`src/hw/rtl/crcwsz_pkg.sv`:
```
// Shared types, constants and the word fold function of the CRC-32 word stream block.
// Used by the channel interfaces and by every module under hw/rtl.
package crcwsz_pkg;

    localparam int BYTE_W      = 8;
    localparam int WORD_W      = 32;
    localparam int PEND_W      = 24;
    localparam int POS_W       = 2;
    localparam int QUEUE_DEPTH = 2;

    // APB register map: one 32-bit register per word address
    localparam int APB_ADDR_W = 3;
    localparam int APB_DATA_W = 32;
    localparam int REG_IDX_W  = APB_ADDR_W - 2;
    localparam logic [REG_IDX_W-1:0] REG_IDX_INIT_VALUE = 1'b0;

    localparam logic [WORD_W-1:0] CRC_POLY   = 32'h04C1_1DB7;
    localparam logic [WORD_W-1:0] INIT_RESET = 32'hFFFF_FFFF;
    localparam logic [POS_W-1:0]  POS_LAST   = 2'd3;

    // One packed word on its way from the packer to the fold unit
    typedef struct packed {
        logic [WORD_W-1:0] word;
        logic              last;
    } word_item_t;

    // Restart request from the register port, with the value to load
    typedef struct packed {
        logic              restart;
        logic [WORD_W-1:0] init;
    } cfg_ctrl_t;

    typedef logic [WORD_W-1:0] fold_cols_t [WORD_W];

    // Column i is the 32-step MSB-first fold of a single set bit i
    function automatic fold_cols_t make_fold_cols();
        fold_cols_t cols;
        logic [WORD_W-1:0] c;
        for (int i = 0; i < WORD_W; i++)
        begin
            c = WORD_W'(1) << i;
            for (int k = 0; k < WORD_W; k++)
            begin
                c = c[WORD_W-1] ? ((c << 1) ^ CRC_POLY) : (c << 1);
            end
            cols[i] = c;
        end
        return cols;
    endfunction

    localparam fold_cols_t FOLD_COLS = make_fold_cols();

    // Fold one word into the CRC: XOR tree over the precomputed columns
    function automatic logic [WORD_W-1:0] fold_word(logic [WORD_W-1:0] crc,
                                                    logic [WORD_W-1:0] word);
        logic [WORD_W-1:0] v;
        logic [WORD_W-1:0] acc;
        v   = crc ^ word;
        acc = '0;
        for (int i = 0; i < WORD_W; i++)
        begin
            if (v[i])
            begin
                acc = acc ^ FOLD_COLS[i];
            end
        end
        return acc;
    endfunction

endpackage

```
`src/hw/rtl/crcwsz_intf.sv`:
```
// Valid/ready channel interfaces for the byte input and the CRC result.
// Depends on crcwsz_pkg for field widths.
interface crcwsz_byte_if;
    logic                           valid;
    logic                           ready;
    logic [crcwsz_pkg::BYTE_W-1:0]  data_byte;
    logic                           last;

    modport source (output valid, output data_byte, output last, input ready);
    modport sink (input valid, input data_byte, input last, output ready);
endinterface

interface crcwsz_crc_if;
    logic                           valid;
    logic                           ready;
    logic [crcwsz_pkg::WORD_W-1:0]  crc_value;

    modport source (output valid, output crc_value, input ready);
    modport sink (input valid, input crc_value, output ready);
endinterface

```
`src/hw/rtl/crcwsz_pack.sv`:
```
// Front end: accepts message bytes and packs them little-endian into 32-bit words.
// Depends on crcwsz_pkg and crcwsz_byte_if; feeds words to the queue.
module crcwsz_pack (
    input  logic                   clk,
    input  logic                   rst_n,
    crcwsz_byte_if.sink            in_ch,
    input  crcwsz_pkg::cfg_ctrl_t  cfg_ctrl,
    output logic                   push_valid,
    output crcwsz_pkg::word_item_t push_item,
    input  logic                   push_ready
);

    logic [crcwsz_pkg::POS_W-1:0]  pos_reg;
    logic [crcwsz_pkg::POS_W-1:0]  pos_next;
    logic [crcwsz_pkg::PEND_W-1:0] pend_reg;
    logic [crcwsz_pkg::PEND_W-1:0] pend_next;
    logic [crcwsz_pkg::WORD_W-1:0] word;
    logic                          accept;
    logic                          word_done;

    // Take a byte whenever the queue has room
    assign in_ch.ready = push_ready;
    assign accept      = in_ch.valid && push_ready;

    // Place the new byte above the bytes already held
    assign word = {{(crcwsz_pkg::WORD_W - crcwsz_pkg::PEND_W){1'b0}}, pend_reg}
                | ({{(crcwsz_pkg::WORD_W - crcwsz_pkg::BYTE_W){1'b0}}, in_ch.data_byte}
                   << {pos_reg, 3'b000});

    assign word_done = in_ch.last || (pos_reg == crcwsz_pkg::POS_LAST);

    // Emit a word on the fourth byte or on the last byte (zero-padded tail)
    assign push_valid     = accept && word_done;
    assign push_item.word = word;
    assign push_item.last = in_ch.last;

    // Advance byte position, drop the partial word on completion or restart
    always_comb
    begin
        pos_next  = pos_reg;
        pend_next = pend_reg;
        if (cfg_ctrl.restart)
        begin
            pos_next  = '0;
            pend_next = '0;
        end
        else if (accept)
        begin
            if (word_done)
            begin
                pos_next  = '0;
                pend_next = '0;
            end
            else
            begin
                pos_next  = pos_reg + 1'b1;
                pend_next = word[crcwsz_pkg::PEND_W-1:0];
            end
        end
    end

    always_ff @(posedge clk or negedge rst_n)
    begin
        if (!rst_n)
        begin
            pos_reg  <= '0;
            pend_reg <= '0;
        end
        else
        begin
            pos_reg  <= pos_next;
            pend_reg <= pend_next;
        end
    end

`ifndef NO_ASSERTIONS
    // A last byte always closes the word
    a_last_resets_pos: assert property (@(posedge clk) disable iff (!rst_n)
        (accept && in_ch.last) |=> (pos_reg == '0))
        else $error("byte position not cleared after last byte");
`endif

endmodule

```
`src/hw/rtl/crcwsz_queue.sv`:
```
// Short word queue between the packer and the fold unit.
// Depends on crcwsz_pkg for the item type; depth set by the top level.
module crcwsz_queue #(
    parameter int DEPTH = crcwsz_pkg::QUEUE_DEPTH
) (
    input  logic                   clk,
    input  logic                   rst_n,
    input  logic                   push_valid,
    input  crcwsz_pkg::word_item_t push_item,
    output logic                   push_ready,
    output logic                   pop_valid,
    output crcwsz_pkg::word_item_t pop_item,
    input  logic                   pop_ready
);

    localparam int PTR_W = (DEPTH > 1) ? $clog2(DEPTH) : 1;
    localparam int CNT_W = $clog2(DEPTH + 1);

    crcwsz_pkg::word_item_t slot_reg [DEPTH];
    logic [PTR_W-1:0] wr_ptr_reg;
    logic [PTR_W-1:0] wr_ptr_next;
    logic [PTR_W-1:0] rd_ptr_reg;
    logic [PTR_W-1:0] rd_ptr_next;
    logic [CNT_W-1:0] count_reg;
    logic [CNT_W-1:0] count_next;
    logic             push;
    logic             pop;

    assign push_ready = (count_reg != CNT_W'(DEPTH));
    assign pop_valid  = (count_reg != '0);
    assign pop_item   = slot_reg[rd_ptr_reg];
    assign push       = push_valid && push_ready;
    assign pop        = pop_valid && pop_ready;

    // Advance pointers with wrap, track fill level
    always_comb
    begin
        wr_ptr_next = wr_ptr_reg;
        rd_ptr_next = rd_ptr_reg;
        count_next  = count_reg;
        if (push)
        begin
            wr_ptr_next = (wr_ptr_reg == PTR_W'(DEPTH - 1)) ? '0 : wr_ptr_reg + 1'b1;
        end
        if (pop)
        begin
            rd_ptr_next = (rd_ptr_reg == PTR_W'(DEPTH - 1)) ? '0 : rd_ptr_reg + 1'b1;
        end
        if (push && !pop)
        begin
            count_next = count_reg + 1'b1;
        end
        else if (pop && !push)
        begin
            count_next = count_reg - 1'b1;
        end
    end

    always_ff @(posedge clk or negedge rst_n)
    begin
        if (!rst_n)
        begin
            wr_ptr_reg <= '0;
            rd_ptr_reg <= '0;
            count_reg  <= '0;
        end
        else
        begin
            wr_ptr_reg <= wr_ptr_next;
            rd_ptr_reg <= rd_ptr_next;
            count_reg  <= count_next;
        end
    end

    // Store payload, no reset needed
    always_ff @(posedge clk)
    begin
        if (push)
        begin
            slot_reg[wr_ptr_reg] <= push_item;
        end
    end

`ifndef NO_ASSERTIONS
    // Fill level stays within the queue depth
    a_count_bound: assert property (@(posedge clk) disable iff (!rst_n)
        count_reg <= CNT_W'(DEPTH))
        else $error("queue fill level beyond depth");
`endif

endmodule

```
`src/hw/rtl/crcwsz_fold.sv`:
```
// Back end: folds queued words into the running CRC and holds the result beat.
// Depends on crcwsz_pkg (fold_word) and crcwsz_crc_if.
module crcwsz_fold (
    input  logic                   clk,
    input  logic                   rst_n,
    input  logic                   pop_valid,
    input  crcwsz_pkg::word_item_t pop_item,
    output logic                   pop_ready,
    input  crcwsz_pkg::cfg_ctrl_t  cfg_ctrl,
    crcwsz_crc_if.source           out_ch
);

    logic [crcwsz_pkg::WORD_W-1:0] crc_reg;
    logic [crcwsz_pkg::WORD_W-1:0] crc_next;
    logic [crcwsz_pkg::WORD_W-1:0] res_reg;
    logic [crcwsz_pkg::WORD_W-1:0] res_next;
    logic                          res_valid_reg;
    logic                          res_valid_next;
    logic [crcwsz_pkg::WORD_W-1:0] folded;
    logic                          pop;

    // Take a word while the result register is free or being drained
    assign pop_ready = !res_valid_reg || out_ch.ready;
    assign pop       = pop_valid && pop_ready;
    assign folded    = crcwsz_pkg::fold_word(crc_reg, pop_item.word);

    assign out_ch.valid     = res_valid_reg;
    assign out_ch.crc_value = res_reg;

    // Fold, emit on last and reload the initial value
    always_comb
    begin
        crc_next       = crc_reg;
        res_next       = res_reg;
        res_valid_next = res_valid_reg;
        if (out_ch.ready)
        begin
            res_valid_next = 1'b0;
        end
        if (cfg_ctrl.restart)
        begin
            crc_next = cfg_ctrl.init;
        end
        else if (pop)
        begin
            if (pop_item.last)
            begin
                crc_next       = cfg_ctrl.init;
                res_next       = folded;
                res_valid_next = 1'b1;
            end
            else
            begin
                crc_next = folded;
            end
        end
    end

    always_ff @(posedge clk or negedge rst_n)
    begin
        if (!rst_n)
        begin
            crc_reg       <= crcwsz_pkg::INIT_RESET;
            res_valid_reg <= 1'b0;
        end
        else
        begin
            crc_reg       <= crc_next;
            res_valid_reg <= res_valid_next;
        end
    end

    always_ff @(posedge clk)
    begin
        res_reg <= res_next;
    end

`ifndef NO_ASSERTIONS
    // A last word always produces a result beat unless a restart comes in the same cycle
    a_last_emits: assert property (@(posedge clk) disable iff (!rst_n)
        (pop && pop_item.last && !cfg_ctrl.restart) |=> res_valid_reg)
        else $error("last word did not produce a result");

    // A result beat only appears after a last word
    a_emit_cause: assert property (@(posedge clk) disable iff (!rst_n)
        $rose(res_valid_reg) |-> $past(pop && pop_item.last))
        else $error("result beat without a last word");
`endif

endmodule

```
`src/hw/rtl/crc32_word_stream_zero_pad.sv`:
```
// CRC-32 (poly 0x04C11DB7, MSB first, no final XOR) over bytes packed into LE words.
// Throughput: one byte per cycle while the queue has room; the fold unit folds one 32-bit word
// per cycle unless its result beat is held; the CRC beat passes the queue, then the fold unit.
// Reset: init_value = 0xFFFFFFFF, CRC loaded with it, packer, queue and result cleared.
// Writing init_value also reloads the CRC and drops any partial word.
module crc32_word_stream_zero_pad #(
    parameter int QUEUE_DEPTH = crcwsz_pkg::QUEUE_DEPTH
) (
    input  logic                              clk,
    input  logic                              rst_n,
    input  logic                              psel,
    input  logic                              penable,
    input  logic                              pwrite,
    input  logic [crcwsz_pkg::APB_ADDR_W-1:0] paddr,
    input  logic [crcwsz_pkg::APB_DATA_W-1:0] pwdata,
    output logic [crcwsz_pkg::APB_DATA_W-1:0] prdata,
    output logic                              pready,
    crcwsz_byte_if.sink                       in_ch,
    crcwsz_crc_if.source                      out_ch
);

    logic [crcwsz_pkg::WORD_W-1:0] init_value_reg;
    logic [crcwsz_pkg::WORD_W-1:0] init_value_next;
    logic                          init_sel;
    logic                          init_wr;
    crcwsz_pkg::cfg_ctrl_t         cfg_ctrl;
    logic                          push_valid;
    logic                          push_ready;
    crcwsz_pkg::word_item_t        push_item;
    logic                          pop_valid;
    logic                          pop_ready;
    crcwsz_pkg::word_item_t        pop_item;

    // Decode the register port
    assign pready   = 1'b1;
    assign init_sel = (paddr[crcwsz_pkg::APB_ADDR_W-1:2] == crcwsz_pkg::REG_IDX_INIT_VALUE);
    assign init_wr  = psel && penable && pwrite && init_sel;
    assign prdata   = init_sel ? init_value_reg : '0;

    assign init_value_next   = init_wr ? pwdata : init_value_reg;
    assign cfg_ctrl.restart  = init_wr;
    assign cfg_ctrl.init     = init_value_next;

    always_ff @(posedge clk or negedge rst_n)
    begin
        if (!rst_n)
        begin
            init_value_reg <= crcwsz_pkg::INIT_RESET;
        end
        else
        begin
            init_value_reg <= init_value_next;
        end
    end

    crcwsz_pack u_pack (
        .clk        (clk),
        .rst_n      (rst_n),
        .in_ch      (in_ch),
        .cfg_ctrl   (cfg_ctrl),
        .push_valid (push_valid),
        .push_item  (push_item),
        .push_ready (push_ready)
    );

    crcwsz_queue #(
        .DEPTH (QUEUE_DEPTH)
    ) u_queue (
        .clk        (clk),
        .rst_n      (rst_n),
        .push_valid (push_valid),
        .push_item  (push_item),
        .push_ready (push_ready),
        .pop_valid  (pop_valid),
        .pop_item   (pop_item),
        .pop_ready  (pop_ready)
    );

    crcwsz_fold u_fold (
        .clk       (clk),
        .rst_n     (rst_n),
        .pop_valid (pop_valid),
        .pop_item  (pop_item),
        .pop_ready (pop_ready),
        .cfg_ctrl  (cfg_ctrl),
        .out_ch    (out_ch)
    );

endmodule

```
`src/flat_wrapper.sv`:
```
// flat-port wrapper written by rule: the top's interface ports become plain ports
module crc32_word_stream_zero_pad_flat 
#(
    parameter int QUEUE_DEPTH = crcwsz_pkg::QUEUE_DEPTH
)
  (clk, rst_n, psel, penable, pwrite, paddr, pwdata, prdata, pready, in_ch_valid, in_ch_data_byte, in_ch_last, in_ch_ready, out_ch_valid, out_ch_crc_value, out_ch_ready);
  crcwsz_byte_if in_ch_i ();
  crcwsz_crc_if out_ch_i ();
  input  logic clk;
  input  logic rst_n;
  input  logic psel;
  input  logic penable;
  input  logic pwrite;
  input  logic [crcwsz_pkg::APB_ADDR_W-1:0] paddr;
  input  logic [crcwsz_pkg::APB_DATA_W-1:0] pwdata;
  output logic [crcwsz_pkg::APB_DATA_W-1:0] prdata;
  output logic pready;
  input wire logic [$bits(in_ch_i.valid)-1:0] in_ch_valid;
  input wire logic [$bits(in_ch_i.data_byte)-1:0] in_ch_data_byte;
  input wire logic [$bits(in_ch_i.last)-1:0] in_ch_last;
  output wire logic [$bits(in_ch_i.ready)-1:0] in_ch_ready;
  output wire logic [$bits(out_ch_i.valid)-1:0] out_ch_valid;
  output wire logic [$bits(out_ch_i.crc_value)-1:0] out_ch_crc_value;
  input wire logic [$bits(out_ch_i.ready)-1:0] out_ch_ready;
  assign in_ch_i.valid = in_ch_valid;
  assign in_ch_i.data_byte = in_ch_data_byte;
  assign in_ch_i.last = in_ch_last;
  assign in_ch_ready = in_ch_i.ready;
  assign out_ch_valid = out_ch_i.valid;
  assign out_ch_crc_value = out_ch_i.crc_value;
  assign out_ch_i.ready = out_ch_ready;
  crc32_word_stream_zero_pad #(.QUEUE_DEPTH(QUEUE_DEPTH)) u_core (.clk(clk), .rst_n(rst_n), .psel(psel), .penable(penable), .pwrite(pwrite), .paddr(paddr), .pwdata(pwdata), .prdata(prdata), .pready(pready), .in_ch(in_ch_i), .out_ch(out_ch_i));
endmodule
```
`config.mk`:
```
export PLATFORM = sky130hd
export DESIGN_NAME = crc32_word_stream_zero_pad_flat
export DESIGN_NICKNAME = d
export VERILOG_FILES = /design/src/hw/rtl/crcwsz_pkg.sv /design/src/hw/rtl/crcwsz_intf.sv /design/src/hw/rtl/crcwsz_pack.sv /design/src/hw/rtl/crcwsz_queue.sv /design/src/hw/rtl/crcwsz_fold.sv /design/src/hw/rtl/crc32_word_stream_zero_pad.sv /design/src/flat_wrapper.sv
export SDC_FILE = /design/constraint.sdc
export NUM_CORES = 1
export LEC_CHECK = 0
export CAP_MARGIN = 10
export CORE_UTILIZATION = 65
export CTS_BUF_LIST = sky130_fd_sc_hd__clkbuf_16
export DETAILED_ROUTE_END_ITERATION = 16
export DONT_BUFFER_PORTS = 1
export HOLD_SLACK_MARGIN = 0.06
export PLACE_DENSITY_LB_ADDON = 0.08
export SLEW_MARGIN = 20
export SYNTH_ARGS = -nofsm -noshare
export SYNTH_HDL_FRONTEND = slang
export SYNTH_SLANG_ARGS = --single-unit
```
`constraint.sdc`:
```
create_clock -name clk -period 3 [get_ports clk]
set_input_delay 0 -clock clk [delete_from_list [all_inputs] [get_ports clk]]
set_output_delay 0 -clock clk [all_outputs]
set_load 0.01 [all_outputs]
```
# After elaboration in Yosys (flattened, before gate mapping)
# Memories as Yosys holds them, arrays and structs flattened.
# Cells that the tools add are included.
# totals
out_inout_bits	67
ff_bits	127
mem_count	1
ram_bits	66
word_cells	125
input_bits	51
# classes
n_eq_ne	2
shifts	1
bitwise_logic	35
reduce_logical	19
n_mux	53
add_sub_neg	5
# memory_table
name	words	word_bits	read_ports	rd_clocked_by_memory_dff	write_ports	line	rtl
u_core.u_queue.slot_reg	2	33	1	0	1	crcwsz_queue.sv:19	crcwsz_pkg::word_item_t slot_reg [DEPTH];
# ops
operator	count
32-bit 2-to-1 mux	18
31-bit 2-to-1 mux	6
30-bit 2-to-1 mux	4
13-bit NOT	9
29-bit 2-to-1 mux	3
24-bit 2-to-1 mux	3
14-bit NOT	5
15-bit NOT	4
28-bit 2-to-1 mux	2
27-bit 2-to-1 mux	2
12-bit NOT	4
16-bit NOT	3
18-bit NOT	2
24-bit by 32-bit OR with 32-bit output	1
8-bit by 5-bit left shift with 32-bit output	1
32-bit bitwise XOR	1
26-bit 2-to-1 mux	1
25-bit 2-to-1 mux	1
11-bit NOT	2
20-bit NOT	1
17-bit NOT	1
2-bit 2-to-1 mux	5
1-bit logical AND	9
1-bit 2-to-1 mux	8
other kinds (10)	19

# Logic depth before layout (Yosys ltp)
# An unclocked memory read counts as a cell.
# depth
ltp_word	68
mapped_depth	9
depth_no_buf	8

# Hierarchy
# A second synthesis with hierarchy kept.
# hier_totals
hier_cells	770
area_unflattened_um2	11446.0
# modules_own_cells
module	cells_each	n_inst	seq_area_each_um2	area_each_um2
crcwsz_fold	428	1	1826.8	5800.6
crcwsz_queue	121	1	2082.0	2727.6
crc32_word_stream_zero_pad	106	1	840.8	1594.0
crcwsz_pack	115	1	650.6	1323.8

# Least setup slack after synthesis
# Ideal clock, no wire load.
# synth_timing
path_type	register -> register
startpoint	register u_core.u_queue.count_reg[0]
endpoint	memory u_core.u_queue.slot_reg[0][0] (netlist name), enable pin
required_ns	2.577
path_stages_with_launch	5
setup_time_ns	0.423
period_less_slack_ns	2.725
slack_ns	0.275
arrival_time_ns	2.302
n_path_buf	0
path_cell_list	dfrtp_1 -> nand2b_1 -> and2_1 -> o21ai_0 -> nor2_1
# synth_between
elab_chain_cells	6
# synth_rtl
item	line	rtl
start: declaration	crcwsz_queue.sv:24	logic [CNT_W-1:0] count_reg;
start signal: assignment	crcwsz_queue.sv:71	count_reg <= count_next;
2-bit != test *	crcwsz_queue.sv:29	assign push_ready = (count_reg != CNT_W'(DEPTH));
net in_ch_ready	flat_wrapper.sv:21	output wire logic [$bits(in_ch_i.ready)-1:0] in_ch_ready;
1-bit logical AND	crcwsz_pack.sv:23	assign accept = in_ch.valid && push_ready;
1-bit logical AND	crcwsz_pack.sv:33	assign push_valid = accept && word_done;
1-bit logical AND *	crcwsz_queue.sv:32	assign push = push_valid && push_ready;
1-bit 2-to-1 mux *	crcwsz_queue.sv:78	if (push)
1-bit 2-to-1 mux (not written as such) *	crcwsz_queue.sv:80	slot_reg[wr_ptr_reg] <= push_item;
end: declaration	crcwsz_queue.sv:19	
# The timed path passes the listed nets; every way through them passes the cells marked *.

# Worst setup path in the final report
# layout_timing
startpoint	register u_core.u_queue.rd_ptr_reg
endpoint	register u_core.u_fold.crc_reg[11] (netlist name)
# layout_between
elab_chain_cells	53
# layout_rtl
item	line	rtl
start: declaration	crcwsz_queue.sv:22	logic [PTR_W-1:0] rd_ptr_reg;
start signal: assignment	crcwsz_queue.sv:70	rd_ptr_reg <= rd_ptr_next;
memory read 2 x 33 bit *	-	
32-bit bitwise XOR	crcwsz_pkg.sv:58	v = crc ^ word;
27-bit 2-to-1 mux	crcwsz_pkg.sv:62	if (v[i])
14-bit NOT (no line)	-	
28-bit 2-to-1 mux	crcwsz_pkg.sv:62	
29-bit 2-to-1 mux	crcwsz_pkg.sv:62	
14-bit NOT (no line)	-	
30-bit 2-to-1 mux	crcwsz_pkg.sv:62	
[... 35 more ...]	-	
32-bit 2-to-1 mux	crcwsz_pkg.sv:62	
17-bit NOT (no line)	-	
32-bit 2-to-1 mux (3 in a row)	crcwsz_pkg.sv:62	
18-bit NOT (no line)	-	
32-bit 2-to-1 mux	crcwsz_pkg.sv:62	
32-bit 2-to-1 mux *	crcwsz_fold.sv:46	if (pop_item.last)
32-bit 2-to-1 mux *	crcwsz_fold.sv:44	else if (pop)
32-bit 2-to-1 mux *	crcwsz_fold.sv:40	if (cfg_ctrl.restart)
end signal: assignment	crcwsz_fold.sv:63	crc_reg <= crcwsz_pkg::INIT_RESET;
end signal: assignment	crcwsz_fold.sv:68	crc_reg <= crc_next;
end: declaration	crcwsz_fold.sv:13	logic [crcwsz_pkg::WORD_W-1:0] crc_reg;
# Mark *: on every way between the ends. The rest lies on a longest branch, timed or not. The select of a mux whose other input is x is not followed.
# A chain may end at the register's enable or synchronous reset.

==> flow_summary_export.csv <==
group,metric,value,unit
timing,rsz0062_at_grt,"yes",
synthesis,synthDistinctLibCells,54,
cts,clkLatencyLatePin,440,ps
setup_path,r2r-start,"u_core.u_queue.rd_ptr_reg",
min_path,hp-class,"in2reg",
placement,hpwl,21800,um
layout,largest_reg_flops,66,
synthesis,syn_inst,885,
layout,drive_above_1_share,23.3,%
synthesis,syn_area,11200,um2
cts,cts.path.max_buffers,2,
setup_path,crit_path_end_kind,"flop",
detailed_routing,wl,31000,um
layout,syn_to_final_growth,17.0,%
timing,tightest_slew,1060,ps
placement,globalplace.congestion,1.02,
floorplan,die_y,133,um
setup_path,reg2reg_slack,70,ps
setup_path,path_max_fanout,23,
run_status,status,"complete, no violations",
floorplan,coreArea,16700,um2
setup_path,path_class,"reg2reg",
setup_path,worstPathRequired,3370,ps
run,drv_cap,0,
synthesis,synth_top_cell_area_share,26.3,%
timing,slew_viol_final,0,
floorplan,initial_core_util,67.1,%
synthesis,ys_warn_count,0,
cts,numCtsBuffers,17,
timing,setup_viol,0,
placement,io_buffers,0,
setup_path,start_kind,"flop",
setup_path,arrival,3300,ps
setup_path,cp_slowest_cell,"xnor3_1",
detailed_routing,viasPerCell,6.14,
layout,final_common_cell,"nand2_1",
synthesis,synth_edf_count,98,
layout,layout_common_cells,"nand2_1 (142), edfxtp_1 (98), buf_4 (71), xnor2_1 (66), dfstp_2 (64)",
floorplan,rows,47,
detailed_routing,num_vias,7535,
timing,hold_viol_final,0,
detailed_routing,drt_iter0_drc,672,
synthesis,yosysSeqAreaShare,48.2,%
synthesis,synth_fp_nets,938,
timing,finalCritPeriodShare,97.6,%
global_route,grt_max_degree,96,
synthesis,ys_async_sr_fraction,49.2,%
synthesis,synth_top_cell_by_area,"edfxtp_1",
timing,finClkSkew,11.9,ps
detailed_routing,post-route-drc-count,0,
synthesis,avgSynthCellArea,12.7,um2
setup_path,rr_worst_depth,9,
global_route,grt.total_usage,36.5,%
layout,nNetsFinal,1044,
floorplan,ios,118,
global_route,antenna_found_initial,3,
timing,fmax,342,MHz
layout,final_cells,1227,
cts,root_buffer,"clkbuf_16",
detailed_routing,drtAntennaViolNets,0,
synthesis,synth_ff_type,"edfxtp_1",
global_route,grt_pass1_vias,7606,
global_route,grt_overflow,0,
synthesis,synth.ff_latch_count,193,
timing,finalCriticalPeriod,2930,ps
cts,path_clk_slew,80,ps
global_route,grt_pass1_wl,46400,um
setup_path,r2r-end,"u_core.u_fold.crc_reg[11]",
synthesis,synth.area.top_cells,"edfxtp_1 (26%), dfstp_2 (15%), xnor3_1 (13%)",
placement,placedCellCount,1132,
cts,cts_tree,"built",
floorplan,die_w,133,um
setup_path,cp_slowest_stage_delay,410,ps
cts,clock-sinks,193,
cts,htree_levels,4,
timing,max_slew_margin,29.0,%
setup_path,crit_path_start,"u_core.u_queue.rd_ptr_reg",
floorplan,die_area,17800,um2
detailed_routing,firstDrtPassIters,5,
detailed_routing,wl_per_cell,25.3,um
setup_path,worstSetupEndpoint,"u_core.u_fold.crc_reg[11]",
setup_path,worstPathCellList,"buf_12 > buf_4 > mux2i_1 > xnor2_2 > xnor2_1 > xnor3_1 > xnor3_2 > and4_1 > nor3_2",
==> synth_stat cells (2+ instances only) <==
| cell type | count |
|---|---|
| nor2_1 | 42 |
| a221oi_1 | 2 |
| mux2i_4 | 2 |
| xnor2_1 | 71 |
| a21o_1 | 11 |
| buf_6 | 2 |
| o21ai_1 | 9 |
| dfrtp_1 | 31 |
| mux2i_1 | 29 |
| xor2_1 | 34 |
| o21a_1 | 6 |
| and2_1 | 3 |
| buf_1 | 6 |
| inv_1 | 27 |
| nand3_1 | 4 |
| edfxtp_1 | 98 |
| ha_1 | 2 |
| o221ai_1 | 3 |
| xor3_1 | 7 |
| xnor3_1 | 66 |
| mux2i_2 | 3 |
| xnor2_2 | 23 |
| a21oi_1 | 40 |
| a21boi_0 | 9 |
| clkbuf_1 | 25 |
| and3_1 | 8 |
| nand2b_1 | 3 |
| dfstp_2 | 64 |
| xnor2_4 | 5 |
| nand2_1 | 142 |
| xor2_2 | 9 |
| a211oi_1 | 3 |
| o22ai_1 | 6 |
| o21ai_0 | 37 |
| nor2b_1 | 34 |
==> routing by layer <==
metal	vias to the layer above	track usage, %	part of all wire [%]
met5	-	0	0.042
met4	2	11.9	3.4
met3	76	8.18	8.9
met2	470	58.2	47
met1	3754	50.3	40
li1	3233	-	-
==> metrics by stage <==
step | TNS, ps | utilization [%] | hold slack [ps] | setup WS [ps] | instance area, um2
3_3_place_gp | 0 | 70.6 | -293 | 36.5 | 11800
6_report | 0 | 78.4 | 109 | 72.1 | 13100
3_5_place_dp | 0 | 70.6 | -293 | 1.38 | 11800
4_1_cts | -20.0 | 77.6 | 69.4 | -19.2 | 13000
5_1_grt | -52.1 | 78.4 | 116 | -21.9 | 13100
2_1_floorplan | 0 | - | -296 | 275 | 11200
==> logic make-up (layout without fill, tap and decap cells) <==
| group | after synthesis | after routing | share of synthesized area, % |
|---|---|---|---|
| xor gates and xnor gates | 216 | 216 | 29.1 |
| adders and majority gates | 2 | 2 | 0.223 |
| buffers and inverters | 64 | 183 | 2.57 |
| and+or+nand+nor | 245 | 245 | 9.70 |
| muxes | 35 | 35 | 3.46 |
| other | 1 | 4 | 0.0335 |
| AOI/OAI and AO/OA | 129 | 129 | 6.73 |
| DFF | 193 | 193 | 48.2 |
==> what timing repair did <==
item / in CTS / in global routing
resized for setup: 2 / 16
buffers inserted: 0 / 8
pin swaps: 0 / 5
endpoints found under the hold margin: 272 / 0
setup endpoints to repair: 4 / 16
hold buffers: 52 / 0
==> critical path: cells and delay by family (launching register included) <==
kind                      cells  cell delay (ps)
buffers and inverters         2              410
muxes                         1              380
DFF                           1              390
and+or+nand+nor               2              400
xor gates and xnor gates      4             1270
==> how the worst min path moves through the flow <==
stage / from / endpoint / depth (start not counted)
6_report: pwrite / u_core.init_value_reg[19] / 3
3_3_place_gp: rst_n / u_core.u_pack.pos_reg[1] / 0
5_1_grt: pwrite / u_core.init_value_reg[19] / 3
3_5_place_dp: rst_n / u_core.u_queue.wr_ptr_reg / 0
2_1_floorplan: rst_n / u_core.u_fold.out_ch.valid / 0
4_1_cts: pwrite / u_core.init_value_reg[9] / 3
==> area by class of cell <==
type                    count  area, um2
clock buffers              17        425
diodes                      3       7.51
well taps                 220        275
flip-flops and latches    193       5400
fillers                   966       3600
repair buffers            124       1090
clock inverters            15        193
multi-input cells         628       5610
inverters                  27        101
Power is left out: the tool's default activity adds up to more than one toggle a clock period on the data nets, which glitch-free logic cannot reach.
